### config.mk
export PLATFORM = sky130hd
export DESIGN_NAME = smx_ctrl
export DESIGN_NICKNAME = d
export VERILOG_FILES = /design/src/design/smx_pkg.sv /design/src/design/smx_ctrl.sv
export SDC_FILE = /design/constraint.sdc
export NUM_CORES = 1
export LEC_CHECK = 0
export CORE_UTILIZATION = 40
export CTS_CLUSTER_SIZE = 10
export DETAILED_ROUTE_END_ITERATION = 8
export DONT_BUFFER_PORTS = 1
export MAX_ROUTING_LAYER = met4
export PLACE_DENSITY = 0.58
export SYNTH_ARGS = -nofsm -noshare
export SYNTH_HDL_FRONTEND = slang
export SYNTH_SLANG_ARGS = --single-unit
### constraint.sdc
create_clock -name i_clk -period 2 [get_ports i_clk]
set_clock_uncertainty 0.2 [all_clocks]
set_input_delay 0.3 -clock i_clk [delete_from_list [all_inputs] [get_ports i_clk]]
set_output_delay 0.3 -clock i_clk [all_outputs]
set_load 0.005 [all_outputs]
### src/design/smx_pkg.sv
// shared types, constants and functions of the top-k classifier
// no dependencies
package smx_pkg;

    localparam int MAX_CLASSES_DEF = 1024;
    localparam int MAX_TOP_K_DEF   = 16;

    localparam int SCORE_W   = 16;
    localparam int CONF_W    = 17;
    localparam int IDX_OUT_W = 10;
    localparam int TOPK_W    = 5;
    localparam int CFG_IDX_W = 1;
    localparam int SUM_W     = 26;
    localparam int EXP_SPAN  = 4096;
    localparam int EXP_AW    = 12;
    localparam int NUM_W     = 33;

    localparam logic [CFG_IDX_W-1:0] CFG_TOP_K   = 1'd0;
    localparam logic [CFG_IDX_W-1:0] CFG_SOFTMAX = 1'd1;

    localparam logic [SUM_W-1:0] SUM_MAX = {SUM_W{1'b1}};

    // exp(-1/256) in Q0.31 from the alternating series in Q0.62
    function automatic logic [30:0] exp_ratio();
        logic [63:0] term;
        logic [63:0] acc;
        term = 64'd1 << 62;
        acc  = term;
        for (int n = 1; n <= 8; n++) begin
            term = term / 64'(256 * n);
            if ((n & 1) == 1) begin
                acc = acc - term;
            end else begin
                acc = acc + term;
            end
        end
        return 31'((acc + (64'd1 << 30)) >> 31);
    endfunction

    localparam logic [30:0] EXP_R = exp_ratio();

    typedef enum logic [6:0] {
        S_FILL = 7'b0000001,
        S_LOAD = 7'b0000010,
        S_SUM  = 7'b0000100,
        S_PICK = 7'b0001000,
        S_DST  = 7'b0010000,
        S_DIV  = 7'b0100000,
        S_PRES = 7'b1000000
    } t_state;

    typedef struct packed {
        logic fill;
        logic in_ready;
        logic sum_run;
        logic out_rd;
        logic div_start;
        logic res_load;
        logic out_valid;
        logic next_k;
        logic clear;
    } t_cmd;

    typedef struct packed {
        logic fill_done;
        logic acc_last;
        logic softmax;
        logic sum_done;
        logic out_none;
        logic div_done;
        logic out_taken;
    } t_sts;

endpackage

### src/design/smx_ctrl.sv
// controller state machine of the top-k classifier
// depends on smx_pkg
module smx_ctrl (
    input  logic          i_clk,
    input  logic          i_rst_n,
    input  smx_pkg::t_sts i_sts,
    output smx_pkg::t_cmd o_cmd
);
    smx_pkg::t_state r_state, n_state;

    always_comb begin
        n_state = r_state;
        o_cmd   = '0;
        case (r_state)
            smx_pkg::S_FILL: begin
                o_cmd.fill = 1'b1;
                if (i_sts.fill_done) n_state = smx_pkg::S_LOAD;
            end
            smx_pkg::S_LOAD: begin
                o_cmd.in_ready = 1'b1;
                if (i_sts.acc_last) begin
                    n_state = i_sts.softmax ? smx_pkg::S_SUM : smx_pkg::S_PICK;
                end
            end
            smx_pkg::S_SUM: begin
                o_cmd.sum_run = 1'b1;
                if (i_sts.sum_done) n_state = smx_pkg::S_PICK;
            end
            smx_pkg::S_PICK: begin
                if (i_sts.out_none) begin
                    o_cmd.clear = 1'b1;
                    n_state     = smx_pkg::S_LOAD;
                end else if (i_sts.softmax) begin
                    o_cmd.out_rd = 1'b1;
                    n_state      = smx_pkg::S_DST;
                end else begin
                    o_cmd.res_load = 1'b1;
                    n_state        = smx_pkg::S_PRES;
                end
            end
            smx_pkg::S_DST: begin
                o_cmd.div_start = 1'b1;
                n_state         = smx_pkg::S_DIV;
            end
            smx_pkg::S_DIV: begin
                if (i_sts.div_done) begin
                    o_cmd.res_load = 1'b1;
                    n_state        = smx_pkg::S_PRES;
                end
            end
            smx_pkg::S_PRES: begin
                o_cmd.out_valid = 1'b1;
                if (i_sts.out_taken) begin
                    o_cmd.next_k = 1'b1;
                    n_state      = smx_pkg::S_PICK;
                end
            end
            default: n_state = smx_pkg::S_FILL;
        endcase
    end

    always_ff @(posedge i_clk) begin
        if (!i_rst_n) begin
            r_state <= smx_pkg::S_FILL;
        end else begin
            r_state <= n_state;
        end
    end
endmodule

# Yosys cells after proc, flatten, opt, wreduce, memory -nomap -nowiden
# Cells that the tools add are included.
dict set report word_totals {
  in_bits 9
  output_inout_bits 9
  regBits 7
  word_cells 38
}
dict set report op_classes {
  n_eq_ne 12
  n_reduce_logical 1
  n_mux 24
}
# operator n
set op_table {}
lappend op_table {{$mux W7} 7}
lappend op_table {{$pmux W7 S7} 1}
lappend op_table {{$mux W1} 13}
lappend op_table {{$ne A2 B2 Y1 const B} 5}
lappend op_table {{$eq A7 B1 Y1 const B} 1}
lappend op_table {{$eq A7 B2 Y1 const B} 1}
lappend op_table {{$eq A7 B3 Y1 const B} 1}
lappend op_table {{$eq A7 B4 Y1 const B} 1}
lappend op_table {{$eq A7 B5 Y1 const B} 1}
lappend op_table {{$eq A7 B6 Y1 const B} 1}
lappend op_table {{$eq A7 B7 Y1 const B} 1}
lappend op_table {{$reduce_and A5 Y1} 1}
lappend op_table {{$mux W4} 1}
lappend op_table {{$mux W2} 1}
lappend op_table {{$pmux W1 S2} 1}

# Logic depth before layout (Yosys ltp)
dict set report logic_depth {
  ltp_word 3
  ltp_mapped 6
  mapped_depth_nobuf 5
}

# Worst setup path before layout
# Ideal clock, no wire load.
dict set report synth_timing {
  path_type {reg2out}
  start {register r_state[0]}
  end {output o_cmd[1] in the netlist's numbering}
  arrival_time_ns 1.278
  path_stages_with_launch 5
  required_time_ns 1.500
  path_buffers 1
  setup_slack_ns 0.222
  cell_sequence {dfxtp_1 > buf_6 > or4_4 > nor2_1 > and3_1}
}
# item line
set synth_rtl {}
lappend synth_rtl {{start: declaration} smx_ctrl.sv:9} ;# smx_pkg::t_state r_state, n_state;
lappend synth_rtl {{start signal: assignment} smx_ctrl.sv:64} ;# r_state <= smx_pkg::S_FILL;
lappend synth_rtl {{start signal: assignment} smx_ctrl.sv:66} ;# r_state <= n_state;
lappend synth_rtl {{end: declaration} smx_ctrl.sv:7} ;# output smx_pkg::t_cmd o_cmd

==> results.md <==
- Status: finished, violations left
- Failing checks: negative setup slack
- Hold Crit Class: in2reg
- Worst hold margin: 5.36 ps
- Most common cell after layout, fill and taps aside: buf_4
- Share of cells above drive strength 1: 37.9%
- Tightest Pin Transition: 260 ps
- GR Overflow Total: 0
- Cell variety after synth: 37
- Vias in the first global route: 623
- Rel. slew slack: 82.4%
- Root buffer cell: clkbuf_4
- Reg with most FFs: r_state
- Vias per std cell: 6.13
- Vias: 625
- Sum of routed wire segments on met1: 679 um
- Critical Path Max Stage Delay: 580 ps
- Worst setup margin: -10.9 ps
- Slew Limit Fails: 0
- Post-Syn Area per Cell: 7.84 sq um
- CP Cell Sequence: or4_4, nor2_4, and3_4
- Die Height: 41.6 um
- PortBufs: 0
- Post-DP Area: 638 sq um
- DR DRC count: 0
- Die Span X: 41.6 um
- Top Layer Used: met4
- Syn_nets: 89
- Syn Inst Count: 80
- Routed met3 length: 122 um
- Worst Setup End Kind: output pin
- CTS clk-pin slew, worst paths: 50 ps
- Setup violators final: 1
- Total power: 0.481 mW
- H-Tree Depth: 1
- Row Count: 13
- First-pass DRT Iterations: 4
- Worst VDD drop: 0.000320 V
- Crit path max fanout: 7
- FF+latch count, synth: 7
- Largest net degree at the start of global routing: 12
- Final WL: 1.59 mm
- Fin crit share: 101%
- Regs by FF count: r_state x7
- Pre-CTS setup slack: 143 ps
- Wire per inst: 15.6 um
- Area grow syn2layout: 18.4%
- Final critical-path required period: 2010 ps
- Clock buffer depth: 2
- Synthesis warning total: 0
- Worst setup SP type: flip-flop
- Fillers: 138
- WP data arrival: 1510 ps
- Most frequent cells in the layout: 9 x buf_4, 8 x nand2_1, 7 x nor2_1, 5 x dfxtp_2
- CP required: 1500 ps
- Ports: 18
- Hpwl dp: 1.15 mm
- TritonCTS buffer count: 3
- Worst path top cell family by delay: simple AND/OR/NAND/NOR gates
- Clock insertion delay at the later pin of the skew report: 250 ps
- Die Area: 1730 sq um
- Max_cap viols: 0
- Pwr dens: 649 nW/um^2
- Inst Count DP: 94
- Largest register FFs: 7
- RSZ-0062 raised after global routing: yes
- Gpl congestion: 0.840
- Initial core utilization: 45.3%
- Total leakage power: 0.285 nW
- Post-route ant nets: 0
- Core box area: 1380 sq um
- Design Area, Final: 742 sq um
- Mapped Area: 627 sq um
- # diodes: 0
- First-pass GRT wire length: 2.59 mm
- Initial DRC Count: 19
- Finished Layout Cells: 102
- Clock tree from TritonCTS: done
- CP max stage cell: or4_4
- Final hold vios: 0
- Initial antenna violation count: 0
- Buffers & Inverters on Critical Path: 0
- Layout Nets: 97
- Sink Count: 7
- Met2 WL: 759 um
- Total Routing Usage GR: 19.7%
- Seq/Total Area, Yosys: 22.4%
- WS Path Type: reg2out
- Highest Clock Rate: 0.497 GHz
==> timing repair <==
item	CTS	global route
hold buffers	1	0
resized for setup	8	6
setup endpoints to repair	3	3
pin swaps	1	0
hold endpoints to repair	1	0
setup buffers	0	3
==> synthesized netlist by cell type <==
| cell | number | share of area [%] |
|---|---|---|
| buf_4 | 2 | 2.4 |
| and2b_1 | 1 | 1.2 |
| mux2_2 | 1 | 1.8 |
| o22ai_2 | 1 | 2.0 |
| buf_6 | 2 | 3.6 |
| or2b_1 | 1 | 1.2 |
| a21oi_1 | 3 | 2.4 |
| and3_1 | 1 | 1.0 |
| nor4b_1 | 2 | 2.8 |
| buf_2 | 3 | 2.4 |
| nor3_4 | 1 | 2.6 |
| inv_1 | 4 | 2.4 |
| o21ai_0 | 4 | 3.2 |
| dfxtp_1 | 7 | 22 |
| nor3b_1 | 1 | 1.2 |
| o21bai_2 | 1 | 1.8 |
| and4b_1 | 1 | 1.6 |
| nor2_1 | 9 | 5.4 |
| o32a_2 | 1 | 1.8 |
| o32ai_1 | 1 | 1.4 |
| or4b_1 | 1 | 1.6 |
| nor4_1 | 3 | 3.0 |
| nor3_1 | 3 | 2.4 |
| or4b_2 | 1 | 1.6 |
| o31ai_1 | 1 | 1.2 |
| nand2b_1 | 2 | 2.0 |
| nand4b_2 | 1 | 2.4 |
| o311ai_1 | 1 | 1.4 |
| nand3_1 | 3 | 2.4 |
| or3_1 | 1 | 1.0 |
| o32a_1 | 1 | 1.6 |
| xor2_1 | 2 | 2.8 |
| nand4b_1 | 1 | 1.4 |
| nor2b_1 | 1 | 1.0 |
| or4_4 | 2 | 3.6 |
| nand2_1 | 8 | 4.8 |
| a21oi_2 | 1 | 1.4 |
==> through the flow <==
stage,utilization [%],TNS [ps]
final,53.7,-10.9
after global routing,53.7,-102
after CTS,50.6,0
after detailed placement,46.2,0
after global placement,46.2,0
after floorplan,-,0
==> logic make-up after synthesis <==
kind of cell / synth area share (%)
AO/OA/AOI/OAI: 18.2
XOR/XNOR: 2.79
buffers and inverters: 10.8
flip-flops: 22.4
multiplexers: 1.80
AND/OR/NAND/NOR: 44.1
==> layout make-up <==
cell class | count | area [sq um] | area share (%)
repair buffers | 10 | 77.6 | 10.5
clock buffers | 4 | 26.3 | 3.54
flip-flops and latches | 7 | 150 | 20.2
well taps | 15 | 18.8 | 2.53
multi-input cells | 62 | 454 | 61.2
inverters | 4 | 15.0 | 2.02
==> path summary, 6_finish.rpt <==
path | startpoint | end | slack [ps] | cells after the start
max | r_state[1]$_SDFFE_PN0P_ | o_cmd[1] | -10 | 3
min | i_sts[4] | r_state[4]$_SDFFE_PN0P_ | 5 | 2
min reg2reg | r_state[3]$_SDFFE_PN0P_ | r_state[4]$_SDFFE_PN0P_ | 420 | 2
max reg2reg | r_state[4]$_SDFFE_PN0P_ | r_state[3]$_SDFFE_PN0P_ | 230 | 4
==> layer usage <==
metal	track usage (%)	vias to the layer above
met4	10.3	0
met5	-	-
met1	23.3	284
li1	-	305
met2	30.0	31
met3	6.09	5
==> where the power goes <==
group	switching (mW)	leakage [nW]	total, mW	internal, mW
Sequential	0.0256	0.0593	0.181	0.156
Combinational	0.0807	0.211	0.173	0.0918
Clock	0.0515	0.0150	0.128	0.0761
(Power assumes the default switching activity.)
